[src/rtl/jacf_pkg.sv]
// shared constants, joint limit tables, fsm state type and command struct
// for the joint angle command framer; no dependencies
`timescale 1ns / 1ps
`default_nettype none

package jacf_pkg;

  localparam int JOINT_COUNT = 24;
  localparam int TABLE_SIZE  = 24;
  localparam int HDR_LEN     = 3;
  localparam int FRAME_LEN   = JOINT_COUNT + 5;
  localparam int POS_W       = $clog2(FRAME_LEN);
  localparam int JOINT_IDX_W = (JOINT_COUNT > 1) ? $clog2(JOINT_COUNT) : 1;

  localparam int IDX_IN_W  = 5;
  localparam int ANGLE_W   = 16;
  localparam int BYTE_W    = 8;
  localparam int DIFF_W    = 15;
  localparam int SPAN_W    = 15;
  localparam int PROD_W    = DIFF_W + BYTE_W;
  localparam int DIV_STEPS = 8;
  localparam int DVS_W     = SPAN_W + DIV_STEPS - 1;

  localparam logic [BYTE_W-1:0] FRAME_START = 8'hFE;
  localparam logic [BYTE_W-1:0] FRAME_SET   = 8'h74;
  localparam logic [BYTE_W-1:0] FRAME_COUNT = 8'h18;
  localparam logic [BYTE_W-1:0] FRAME_STOP  = 8'h01;
  localparam logic [BYTE_W-1:0] SUM_SEED    = 8'd24;

  // clamp bounds with margin folded in, q4.12 radians
  localparam logic signed [ANGLE_W:0] JOINT_HI_LIM [TABLE_SIZE] = '{
    17'sd18226, 17'sd18226, 17'sd18226, 17'sd18226,
    17'sd18226, 17'sd18226, 17'sd18226, 17'sd18226,
    17'sd8415, 17'sd3982, 17'sd3213, 17'sd9598, 17'sd6430, 17'sd1843, 17'sd2028,
    17'sd8575, 17'sd4142, 17'sd3213, 17'sd9803, 17'sd6430, 17'sd1843, 17'sd2028,
    17'sd18226, 17'sd18226
  };

  localparam logic signed [ANGLE_W:0] JOINT_LO_LIM [TABLE_SIZE] = '{
    17'sd4, 17'sd4, 17'sd4, 17'sd4, 17'sd4, 17'sd4, 17'sd4, 17'sd4,
    -17'sd1123, -17'sd908, -17'sd3213, 17'sd1840, -17'sd4643, -17'sd1101, -17'sd2847,
    -17'sd1283, -17'sd1068, -17'sd3213, 17'sd1635, -17'sd4643, -17'sd1101, -17'sd2847,
    17'sd4, 17'sd4
  };

  localparam logic signed [ANGLE_W:0] JOINT_LO [TABLE_SIZE] = '{
    17'sd0, 17'sd0, 17'sd0, 17'sd0, 17'sd0, 17'sd0, 17'sd0, 17'sd0,
    -17'sd1287, -17'sd1072, -17'sd3217, 17'sd1430, -17'sd4647, -17'sd1105, -17'sd2851,
    -17'sd1287, -17'sd1072, -17'sd3217, 17'sd1430, -17'sd4647, -17'sd1105, -17'sd2851,
    17'sd0, 17'sd0
  };

  // full joint range, hi - lo
  localparam logic [SPAN_W-1:0] JOINT_SPAN [TABLE_SIZE] = '{
    15'd18230, 15'd18230, 15'd18230, 15'd18230,
    15'd18230, 15'd18230, 15'd18230, 15'd18230,
    15'd9866, 15'd5218, 15'd6434, 15'd8578, 15'd11081, 15'd2952, 15'd4883,
    15'd9866, 15'd5218, 15'd6434, 15'd8578, 15'd11081, 15'd2952, 15'd4883,
    15'd18230, 15'd18230
  };

  // default angles already clamped and scaled
  localparam logic [BYTE_W-1:0] STORE_DEFAULT [TABLE_SIZE] = '{
    8'd128, 8'd128, 8'd128, 8'd128, 8'd0, 8'd128, 8'd128, 8'd128,
    8'd33, 8'd52, 8'd127, 8'd148, 8'd106, 8'd95, 8'd148,
    8'd33, 8'd52, 8'd127, 8'd148, 8'd106, 8'd95, 8'd148,
    8'd0, 8'd128
  };

  typedef enum logic [2:0] {
    ST_IDLE,
    ST_CLAMP,
    ST_MUL,
    ST_DIV,
    ST_WRITE,
    ST_SEND
  } state_e;

  typedef struct packed {
    logic             load;
    logic             clamp;
    logic             mul;
    logic             div_step;
    logic             store_wr;
    logic             emit;
    logic [POS_W-1:0] pos;
  } dp_cmd_t;

endpackage

`default_nettype wire

[src/rtl/jacf_ctrl.sv]
// controller fsm: sequences the scale steps of a set item and the bytes of a frame
// depends on jacf_pkg
`timescale 1ns / 1ps
`default_nettype none

module jacf_ctrl (
  input  wire logic                          clk_i,
  input  wire logic                          rst_ni,
  input  wire logic                          start_i,
  input  wire logic                          req_type_i,
  input  wire logic [jacf_pkg::IDX_IN_W-1:0] joint_index_i,
  output logic                               busy_o,
  output jacf_pkg::dp_cmd_t                  cmd_o
);

  jacf_pkg::state_e                state_q, state_d;
  logic [jacf_pkg::POS_W-1:0]      cnt_q, cnt_d;
  logic                            accept;
  logic                            idx_ok;
  logic                            div_last;
  logic                            send_last;

  assign accept    = start_i && (state_q == jacf_pkg::ST_IDLE);
  assign idx_ok    = joint_index_i < jacf_pkg::IDX_IN_W'(jacf_pkg::JOINT_COUNT);
  assign div_last  = cnt_q == jacf_pkg::POS_W'(jacf_pkg::DIV_STEPS - 1);
  assign send_last = cnt_q == jacf_pkg::POS_W'(jacf_pkg::FRAME_LEN - 1);

  always_comb begin
    state_d = state_q;
    cnt_d   = '0;
    case (state_q)
      jacf_pkg::ST_IDLE: begin
        if (accept) begin
          if (req_type_i) begin
            state_d = jacf_pkg::ST_SEND;
          end else if (idx_ok) begin
            state_d = jacf_pkg::ST_CLAMP;
          end
        end
      end
      jacf_pkg::ST_CLAMP: state_d = jacf_pkg::ST_MUL;
      jacf_pkg::ST_MUL:   state_d = jacf_pkg::ST_DIV;
      jacf_pkg::ST_DIV: begin
        if (div_last) begin
          state_d = jacf_pkg::ST_WRITE;
        end else begin
          cnt_d = cnt_q + 1'b1;
        end
      end
      jacf_pkg::ST_WRITE: state_d = jacf_pkg::ST_IDLE;
      jacf_pkg::ST_SEND: begin
        if (send_last) begin
          state_d = jacf_pkg::ST_IDLE;
        end else begin
          cnt_d = cnt_q + 1'b1;
        end
      end
      default: state_d = jacf_pkg::ST_IDLE;
    endcase
  end

  always_comb begin
    cmd_o          = '0;
    cmd_o.pos      = cnt_q;
    busy_o         = 1'b1;
    case (state_q)
      jacf_pkg::ST_IDLE: begin
        busy_o     = 1'b0;
        cmd_o.load = accept;
      end
      jacf_pkg::ST_CLAMP: cmd_o.clamp    = 1'b1;
      jacf_pkg::ST_MUL:   cmd_o.mul      = 1'b1;
      jacf_pkg::ST_DIV:   cmd_o.div_step = 1'b1;
      jacf_pkg::ST_WRITE: cmd_o.store_wr = 1'b1;
      jacf_pkg::ST_SEND:  cmd_o.emit     = 1'b1;
      default:            busy_o         = 1'b1;
    endcase
  end

  always_ff @(posedge clk_i or negedge rst_ni) begin
    if (!rst_ni) begin
      state_q <= jacf_pkg::ST_IDLE;
      cnt_q   <= '0;
    end else begin
      state_q <= state_d;
      cnt_q   <= cnt_d;
    end
  end

endmodule

`default_nettype wire

[src/rtl/jacf_datapath.sv]
// datapath: angle clamp, scale by 255 over an 8-step restoring divider,
// target store, checksum and registered frame output; depends on jacf_pkg
`timescale 1ns / 1ps
`default_nettype none

module jacf_datapath (
  input  wire logic                          clk_i,
  input  wire logic                          rst_ni,
  input  wire jacf_pkg::dp_cmd_t             cmd_i,
  input  wire logic [jacf_pkg::IDX_IN_W-1:0] joint_index_i,
  input  wire logic signed [jacf_pkg::ANGLE_W-1:0] angle_i,
  output logic                               byte_valid_o,
  output logic [jacf_pkg::BYTE_W-1:0]        frame_byte_o,
  output logic                               last_byte_o
);

  logic [jacf_pkg::IDX_IN_W-1:0]       idx_q;
  logic signed [jacf_pkg::ANGLE_W-1:0] angle_q;
  logic [jacf_pkg::DIFF_W-1:0]         diff_q, diff_d;
  logic [jacf_pkg::PROD_W-1:0]         rem_q, rem_d;
  logic [jacf_pkg::DVS_W-1:0]          dvs_q, dvs_d;
  logic [jacf_pkg::BYTE_W-1:0]         quot_q, quot_d;
  logic [jacf_pkg::BYTE_W-1:0]         store_q [jacf_pkg::JOINT_COUNT];
  logic [jacf_pkg::BYTE_W-1:0]         sum_q, sum_d;
  logic                                valid_q;
  logic [jacf_pkg::BYTE_W-1:0]         byte_q, byte_d;
  logic                                last_q, last_d;

  logic [jacf_pkg::IDX_IN_W-1:0]       tidx;
  logic signed [jacf_pkg::ANGLE_W:0]   a_ext, a_cl, dif;
  logic [jacf_pkg::PROD_W-1:0]         prod;
  logic                                ge;
  logic [jacf_pkg::POS_W-1:0]          rd_off;
  logic [jacf_pkg::BYTE_W-1:0]         rd_byte;
  logic                                in_store;

  // guard table reads against indexes that never reach the scaler
  assign tidx = (idx_q < jacf_pkg::IDX_IN_W'(jacf_pkg::TABLE_SIZE)) ? idx_q : '0;

  always_comb begin
    a_ext = {angle_q[jacf_pkg::ANGLE_W-1], angle_q};
    if (a_ext >= jacf_pkg::JOINT_HI_LIM[tidx]) begin
      a_cl = jacf_pkg::JOINT_HI_LIM[tidx];
    end else if (a_ext <= jacf_pkg::JOINT_LO_LIM[tidx]) begin
      a_cl = jacf_pkg::JOINT_LO_LIM[tidx];
    end else begin
      a_cl = a_ext;
    end
    dif    = a_cl - jacf_pkg::JOINT_LO[tidx];
    diff_d = (dif > 0) ? dif[jacf_pkg::DIFF_W-1:0] : '0;
  end

  // x * 255 as (x << 8) - x
  assign prod = {diff_q, {jacf_pkg::BYTE_W{1'b0}}}
              - {{jacf_pkg::BYTE_W{1'b0}}, diff_q};

  assign ge = rem_q >= {1'b0, dvs_q};

  always_comb begin
    rem_d  = rem_q;
    dvs_d  = dvs_q;
    quot_d = quot_q;
    if (cmd_i.mul) begin
      rem_d  = prod;
      dvs_d  = {jacf_pkg::JOINT_SPAN[tidx], {(jacf_pkg::DIV_STEPS - 1){1'b0}}};
      quot_d = '0;
    end else if (cmd_i.div_step) begin
      rem_d  = ge ? (rem_q - {1'b0, dvs_q}) : rem_q;
      dvs_d  = dvs_q >> 1;
      quot_d = {quot_q[jacf_pkg::BYTE_W-2:0], ge};
    end
  end

  // frame byte select
  assign rd_off   = cmd_i.pos - jacf_pkg::POS_W'(jacf_pkg::HDR_LEN);
  assign in_store = (cmd_i.pos >= jacf_pkg::POS_W'(jacf_pkg::HDR_LEN))
                 && (cmd_i.pos < jacf_pkg::POS_W'(jacf_pkg::HDR_LEN + jacf_pkg::JOINT_COUNT));
  assign rd_byte  = in_store ? store_q[rd_off[jacf_pkg::JOINT_IDX_W-1:0]] : '0;

  always_comb begin
    sum_d  = sum_q;
    last_d = 1'b0;
    if (cmd_i.pos == jacf_pkg::POS_W'(0)) begin
      byte_d = jacf_pkg::FRAME_START;
    end else if (cmd_i.pos == jacf_pkg::POS_W'(1)) begin
      byte_d = jacf_pkg::FRAME_SET;
    end else if (cmd_i.pos == jacf_pkg::POS_W'(2)) begin
      byte_d = jacf_pkg::FRAME_COUNT;
    end else if (in_store) begin
      byte_d = rd_byte;
      sum_d  = sum_q + rd_byte;
    end else if (cmd_i.pos == jacf_pkg::POS_W'(jacf_pkg::HDR_LEN + jacf_pkg::JOINT_COUNT)) begin
      byte_d = jacf_pkg::BYTE_W'(0) - sum_q;
    end else begin
      byte_d = jacf_pkg::FRAME_STOP;
      last_d = 1'b1;
      sum_d  = jacf_pkg::SUM_SEED;
    end
  end

  always_ff @(posedge clk_i) begin
    if (cmd_i.load) begin
      idx_q   <= joint_index_i;
      angle_q <= angle_i;
    end
    if (cmd_i.clamp) begin
      diff_q <= diff_d;
    end
    rem_q  <= rem_d;
    dvs_q  <= dvs_d;
    quot_q <= quot_d;
    if (cmd_i.emit) begin
      byte_q <= byte_d;
      last_q <= last_d;
    end
  end

  always_ff @(posedge clk_i or negedge rst_ni) begin
    if (!rst_ni) begin
      for (int j = 0; j < jacf_pkg::JOINT_COUNT; j++) begin
        store_q[j] <= jacf_pkg::STORE_DEFAULT[j];
      end
      sum_q   <= jacf_pkg::SUM_SEED;
      valid_q <= 1'b0;
    end else begin
      if (cmd_i.store_wr) begin
        store_q[idx_q[jacf_pkg::JOINT_IDX_W-1:0]] <= quot_q;
      end
      if (cmd_i.emit) begin
        sum_q <= sum_d;
      end
      valid_q <= cmd_i.emit;
    end
  end

  assign byte_valid_o = valid_q;
  assign frame_byte_o = byte_q;
  assign last_byte_o  = last_q;

endmodule

`default_nettype wire

[src/rtl/joint_angle_command_framer.sv]
// top level of the joint angle command framer: controller plus datapath
// depends on jacf_pkg, jacf_ctrl, jacf_datapath
//
//  channel  | handshake                  | payload
//  ---------+----------------------------+------------------------------------
//  request  | start_i, busy_o            | req_type_i, joint_index_i, angle_i
//  frame    | byte_valid_o (one cycle)   | frame_byte_o, last_byte_o
//
// a request beat is taken on a rising edge with start_i high and busy_o low.
// a set beat with a valid joint runs clamp, x255 product, 8 steps of the
// shared restoring divider and store write; a set beat for a joint out of
// range is dropped. a send beat gives one frame byte per cycle from the store
// walk, the first once the send state is entered and its byte registered, the
// stop byte in the cycle busy_o drops. reset restores the default targets at
// once. the receiver cannot stall: every byte is valid for exactly one cycle.
`timescale 1ns / 1ps
`default_nettype none

module joint_angle_command_framer (
  input  wire logic                          clk_i,
  input  wire logic                          rst_ni,
  input  wire logic                          start_i,
  output logic                               busy_o,
  input  wire logic                          req_type_i,
  input  wire logic [jacf_pkg::IDX_IN_W-1:0] joint_index_i,
  input  wire logic signed [jacf_pkg::ANGLE_W-1:0] angle_i,
  output logic                               byte_valid_o,
  output logic [jacf_pkg::BYTE_W-1:0]        frame_byte_o,
  output logic                               last_byte_o
);

  jacf_pkg::dp_cmd_t cmd;

  jacf_ctrl u_ctrl (
    .clk_i         (clk_i),
    .rst_ni        (rst_ni),
    .start_i       (start_i),
    .req_type_i    (req_type_i),
    .joint_index_i (joint_index_i),
    .busy_o        (busy_o),
    .cmd_o         (cmd)
  );

  jacf_datapath u_datapath (
    .clk_i         (clk_i),
    .rst_ni        (rst_ni),
    .cmd_i         (cmd),
    .joint_index_i (joint_index_i),
    .angle_i       (angle_i),
    .byte_valid_o  (byte_valid_o),
    .frame_byte_o  (frame_byte_o),
    .last_byte_o   (last_byte_o)
  );

endmodule

`default_nettype wire

[config.mk]
export PLATFORM = sky130hd
export DESIGN_NAME = joint_angle_command_framer
export DESIGN_NICKNAME = d
export VERILOG_FILES = /design/src/rtl/jacf_pkg.sv /design/src/rtl/jacf_ctrl.sv /design/src/rtl/jacf_datapath.sv /design/src/rtl/joint_angle_command_framer.sv
export SDC_FILE = /design/constraint.sdc
export NUM_CORES = 1
export LEC_CHECK = 0
export BUFFER_PORTS_ARGS = -buffer_cell sky130_fd_sc_hd__buf_2
export CORE_MARGIN = 1.5
export CORE_UTILIZATION = 50
export CTS_CLUSTER_DIAMETER = 100
export CTS_CLUSTER_SIZE = 25
export DETAILED_ROUTE_END_ITERATION = 6
export PLACE_DENSITY = 0.75
export SYNTH_ARGS = -nofsm -noshare
export SYNTH_HDL_FRONTEND = slang
export SYNTH_SLANG_ARGS = --single-unit
[constraint.sdc]
create_clock -name clk_i -period 8 [get_ports clk_i]
set_input_delay 0 -clock clk_i [delete_from_list [all_inputs] [get_ports clk_i]]
set_output_delay 0 -clock clk_i [all_outputs]
set_load 0.02 [all_outputs]
Yosys cells after proc, flatten, opt, wreduce, memory -nomap -nowiden --
Memory sizes are Yosys's and may differ from the RTL's. Cells that the tools add are included.
Cells by class: add/sub/neg operators 7, $mul 0, divide/modulo/power cells 0, order comparisons 12, equal/unequal tests 15, shift operators 0, muxes and demuxes 46, bitwise operators 6, reduce and logical (&&, ||, !) cells 13
Operators by type and width (number):
- 192-bit bitwise mux | 1
- 17-bit 2-to-1 mux | 8
- 8-bit 2-to-1 mux | 10
- 23-bit 2-to-1 mux | 3
- 22-bit 2-to-1 mux | 2
- 8-bit binary-select mux with 5-bit select | 1
- 8-bit demux with 5-bit select | 1
- 15-bit 2-to-1 mux | 2
- 23-bit by 22-bit >= comparator with 1-bit output | 1
- 23-bit by 15-bit subtractor with 23-bit output | 1
- 23-bit by 22-bit subtractor with 23-bit output | 1
- 6-bit >= comparator, second input constant | 3
- 5-bit inverter with 6-bit output | 3
- 16-bit by 17-bit >= comparator with 1-bit output | 1
- 17-bit by 1-bit > comparator with 1-bit output, second input constant | 1
- 16-bit by 17-bit less-or-equal comparator with 1-bit output | 1
- 17-bit subtractor | 1
- 5-bit < comparator, second input constant | 3
- 3-bit 2-to-1 mux | 5
- 5-bit 2-to-1 mux | 3
- 3-bit case mux with 5 select lines | 1
- 5-bit equality test, second input constant | 2
- 5-bit case mux with 2 select lines | 1
- 8-bit adder | 1
- 25 further kinds | 42
Storage, ports and cells: flip-flop bits (word level) 307, bits in latches 0, memory bits (writable) 0, memory bits (read-only) 2112, bits of input ports 25, output and inout port bits 11, logic and storage cells 142, memories 4
Memory list:
- (name not given) | depth 32, width 17, read ports 1, clocked after memory_dff 0, wr ports 0, line jacf_datapath.sv:42 | if (a_ext >= jacf_pkg::JOINT_HI_LIM[tidx]) begin
- (name not given) | depth 32, width 17, read ports 1, clocked after memory_dff 0, wr ports 0, line jacf_datapath.sv:49 | dif = a_cl - jacf_pkg::JOINT_LO[tidx];
- (name not given) | depth 32, width 17, read ports 1, clocked after memory_dff 0, wr ports 0, line jacf_datapath.sv:44 | end else if (a_ext <= jacf_pkg::JOINT_LO_LIM[tidx]) begin
- (name not given) | depth 32, width 15, read ports 1, clocked after memory_dff 0, wr ports 0, line jacf_datapath.sv:65 | dvs_d = {jacf_pkg::JOINT_SPAN[tidx], {(jacf_pkg::DIV_STEPS - 1){1'b0}}};

Longest topological paths before layout --
word-level depth 11, gate-level depth with buffers 30, depth with buffers taken out 26

Modules after synthesis --
From an unflattened synthesis, not the netlist that was laid out.
Second synthesis, totals: cells, all modules 1590, area, all modules 18146.2 um2
Modules (own cells, without submodules):
- jacf_datapath | instances 1, cells an instance 1543, area an instance 17664.4 um2, sequential area each 7905.1 um2
- jacf_ctrl | instances 1, cells an instance 47, area an instance 481.7 um2, sequential area each 200.2 um2

Least setup slack after synthesis --
Ideal clock, no wire load.
path type flip-flop to flip-flop, start reg u_datapath.idx_q[1] (netlist name), end reg u_datapath.diff_q[10] (netlist name), data pin, library setup time 0.140 ns, arrival 5.800 ns, required time 7.860 ns, path slack 2.061 ns, cell stages (with the launch flop) 28, path buffers 3, period minus slack after synthesis 5.939 ns, path through edfxtp_1 -> clkbuf_1 -> clkbuf_1 -> nand2_1 -> inv_1 -> ha_1 -> and2_1 -> o21ai_0 -> a21boi_0 -> ha_1 -> nand2b_1 -> a21o_1 -> a211o_1 -> o2111ai_1 -> a31oi_1 -> a2111oi_4 -> nor2_2 -> mux2_2 -> fa_1 -> nor2b_1 -> o2111ai_1 -> a41oi_1 -> nor3_1 -> o211ai_1 -> nand2_1 -> a22o_1 -> clkbuf_1 -> nor2_1
Between the ends: cells in the longest elaborated chain, start to end 11
RTL lines:
- start: declaration | line jacf_datapath.sv:17 | logic [jacf_pkg::IDX_IN_W-1:0] idx_q;
- start signal: assignment | line jacf_datapath.sv:103 | idx_q <= joint_index_i;
- 5-bit < comparator | line jacf_datapath.sv:38 | assign tidx = (idx_q < jacf_pkg::IDX_IN_W'(jacf_pkg::TABLE_SIZE)) ? idx_q : '0;
- 5-bit 2-to-1 mux * | line jacf_datapath.sv:38
- 5-bit inverter with 6-bit output (not written as such) *
- memory 32 x 17 bit
- 17-bit 2-to-1 mux (not written as such) | line jacf_datapath.sv:44
- 17-bit 2-to-1 mux (not written as such) | line jacf_datapath.sv:45 | a_cl = jacf_pkg::JOINT_LO_LIM[tidx];
- 16-bit by 17-bit less-or-equal comparator with 1-bit output | line jacf_datapath.sv:44
- 17-bit 2-to-1 mux | line jacf_datapath.sv:44
- 17-bit 2-to-1 mux | line jacf_datapath.sv:42
- 17-bit subtractor * | line jacf_datapath.sv:49
- 17-bit by 1-bit > comparator with 1-bit output | line jacf_datapath.sv:50 | diff_d = (dif > 0) ? dif[jacf_pkg::DIFF_W-1:0] : '0;
- end signal: assignment | line jacf_datapath.sv:107 | diff_q <= diff_d;
- end: declaration | line jacf_datapath.sv:19 | logic [jacf_pkg::DIFF_W-1:0] diff_q, diff_d;
Every way passes the cells marked *; elsewhere a longest branch is shown, timed or not. The select of a mux whose other input is x is not followed. A chain may end at the register's enable or synchronous reset.

Worst setup path in the final report --
start reg u_datapath.idx_q[1] (netlist name), end reg u_datapath.diff_q[14] (netlist name), data pin
The elaborated chain is that of the path after synthesis.

==> metrics.yaml <==
status: "finished with violations"
violations: "DRC"
dpl.hpwl_um: 31100
vdd_drop_max_v: 0.000177
antenna_left: 0
synth-async-reset-ratio_pct: 68.1
finalWirelength_um: 43900
track_usage_pct: 23.2
gp_congestion: 0.970
viasPerCell: 6.10
clk_pin_slew_worst_paths_ns: 0.11
drt-initial-drc-count: 1005
crit_path_start_kind: "register"
via_count: 12900
path_class: "register to register"
clk_latency_ns: 0.54
grt.met2_usage_pct: 37.6
grt.busiest_layer: "met2"
clkSinkCount: 307
syn_nets: 1759
grt_pass1_vias: 12800
final_area_um2: 19600
grt_overflow_total: 0
io_buffers: 35
antennaDiodeCount: 0
dpl_cell_area_um2: 18800
synth_edf_count: 83
route.detailed.drc: 2
finalSetupTns_ns: 0
dieArea_um2: 37700
cts_tree: "done"
die_h_um: 194
critPathCaptureType: "register"
met1_usage_pct: 32.9
ys_ff_latch: 307
crit_path_max_fanout: 17
rrSetupSlack_ns: 0.77
fill_cells: 3056
numCtsBuffers: 17
core_um2: 35700
area_growth_pct: 7.36
synth_cell_types: 74
r2r_end: "u_datapath.diff_q[14]$_SDFFCE_PP0P_"
relSlewSlack_pct: 23.2
startpoint: "u_datapath.idx_q[1]$_DFFE_PP_"
start_util_pct: 51.1
layout_common_cells: "mux2_2 (194), nand2_1 (144), dfrtp_1 (142), nor2_1 (105), ha_1 (102)"
avgSynthCellArea_um2: 11.2
use_met3_pct: 3.15
clkPwrFrac_pct: 13.9
synth_area_leader_cell: "dfrtp_1"
grt_pass1_wl_um: 70200
max_freq_mhz: 138
p_sw_share_pct: 43.0
postCtsSetupBuffers: 0
fp-row-count: 69
final_util_pct: 54.8
period_share_pct: 90.3
power.share.combinational_pct: 51.3
power.density_nw_per_um2: 351
synth_flop_cell: "dfrtp_1"
intPower_w: 0.00392
h-tree-depth: 1
yosys_warnings: 0
synth_top_area_share_pct: 19.6
layout_commonest_cell: "mux2_2"
antenna_found_initial: 0
p_leak_nw: 8.45
clock-root-buffer: "clkbuf_16"
drv_cap: 0
required_ns: 8.34
finalMaxSlewViolations: 0
p_seq_share_pct: 34.8
io_pins: 36
syn_inst: 1628
first_pass_iters: 7
p_sw_w: 0.00296
worstPathArrival_ns: 7.57
hold_violations: 0
clk_path_buf_depth: 3
rsz0062_at_grt: "false"
finalSetupViolCount: 0
ys_seq_area_share_pct: 44.4
min_path_type: "input pin to asynchronous set/reset pin"
ys_top_cells_by_area: "dfrtp_1 (20%), edfxtp_1 (14%), mux2_2 (12%)"
nets: 1775
grt_max_degree: 123
r2r_cells: 26
r2r-start: "u_datapath.idx_q[1]$_DFFE_PP_"
finClkSkew_ns: 0.0305
die_w_um: 194
min_period_ns: 7.23
layout-drive-gt1-share_pct: 24.7
wl_per_cell_um: 20.8
tightestPinTransition_ns: 1.15
synth_area_um2: 18300
-- cell type report --
class,instances,area (um^2),area share [%]
clock buffers,25,455,2.32
clock inverters,5,58.8,0.300
inverters,67,251,1.28
multi-input cells,1174,9580,48.9
flip-flops and latches,307,8110,41.4
well taps,461,577,2.94
repair buffers,77,562,2.87
-- Yosys cell counts, drive strengths merged, types with 15 or more instances --
master,count
mux2,194
nand2,145
dfrtp,143
nor2,107
ha,103
a21oi,101
edfxtp,83
o21ai,77
dfstp,66
inv,66
clkbuf,57
mux4,55
nand3,39
xnor2,37
nor3,33
xor2,28
buf,23
nor2b,21
mux2i,20
a21o,17
nand2b,17
dfxtp,15
o31ai,15
-- power by group through the flow --
stage	sequential, W	combinational (W)	clock (W)
2_1_floorplan	0.00224	0.00275	0
3_3_place_gp	0.00240	0.00339	0
3_5_place_dp	0.00242	0.00346	0
4_1_cts	0.00239	0.00349	0.000977
5_1_grt	0.00244	0.00389	0.00103
6_report	0.00239	0.00353	0.000957
-- stage by stage --
step	cells	setup WS [ns]	hold WS (ns)	power [W]
6_report	2116	0.775	0.150	0.00688
4_1_cts	2116	0.961	0.168	0.00686
3_5_place_dp	2061	1.01	0.178	0.00588
2_1_floorplan	1628	2.06	-0.296	0.00499
5_1_grt	2116	0.323	0.176	0.00736
3_3_place_gp	2061	1.23	0.176	0.00579
-- worst max-delay path by stage --
stage                                               end  slack (ns)  depth (start not counted)
floorplan           u_datapath.diff_q[10]$_SDFFCE_PP0P_        2.06                         27
global placement    u_datapath.diff_q[14]$_SDFFCE_PP0P_        1.23                         26
detailed placement  u_datapath.diff_q[14]$_SDFFCE_PP0P_        1.01                         26
CTS                 u_datapath.diff_q[14]$_SDFFCE_PP0P_        0.96                         26
global route        u_datapath.diff_q[14]$_SDFFCE_PP0P_        0.32                         26
finish              u_datapath.diff_q[14]$_SDFFCE_PP0P_        0.77                         26
-- flip-flops by register name, indices dropped and copies added, names as in the netlist, 8 cells and up --
signal and cells:
u_datapath.diff_q 15, u_datapath.angle_q 16, u_datapath.frame_byte_o 8, u_datapath.sum_q 8, u_datapath.rem_q 23, u_datapath.store_q 192, u_datapath.dvs_q 22, u_datapath.quot_q 8
-- per-layer routing --
layer	up-vias	wire, um
li1	6005	-
met1	6443	19900
met2	398	20400
met3	63	2590
met4	0	1090
met5	-	0
-- kinds of logic after synthesis --
| kind of cell | share of synthesized area (%) |
|---|---|
| and+or+nand+nor | 10.5 |
| AOI/OAI and AO/OA | 11.1 |
| xor gates and xnor gates | 3.32 |
| muxes | 20.0 |
| DFF | 44.4 |
| adders and majority gates | 7.39 |
| buffers and inverters | 3.26 |
-- worst max-delay path, cell delays in order (launching register included) --
cell       delay (ns)
edfxtp_1         0.72
nand2_1          0.34
inv_1            0.21
ha_1             0.41
and2_1           0.24
o21ai_0          0.26
a21boi_0         0.48
ha_1             0.32
nand2b_1         0.14
a21o_1           0.17
a211o_1          0.29
o2111ai_1        0.08
a31oi_1          0.15
a2111oi_4        0.22
buf_4            0.26
nor2_2           0.14
mux2i_1          0.15
ha_1             0.24
fa_1             0.39
nor2b_1          0.24
o2111ai_1        0.16
a41oi_1          0.32
nor3_1           0.09
o211ai_1         0.23
nand2_1          0.10
a22o_1           0.37
nor3b_1          0.30
-- repair_timing --
item	4_1_cts	5_1_grt
hold buffers	25	0
endpoints found under the hold margin	109	0
resized for setup	0	0
Note: power is estimated with default switching activity, not from simulation.
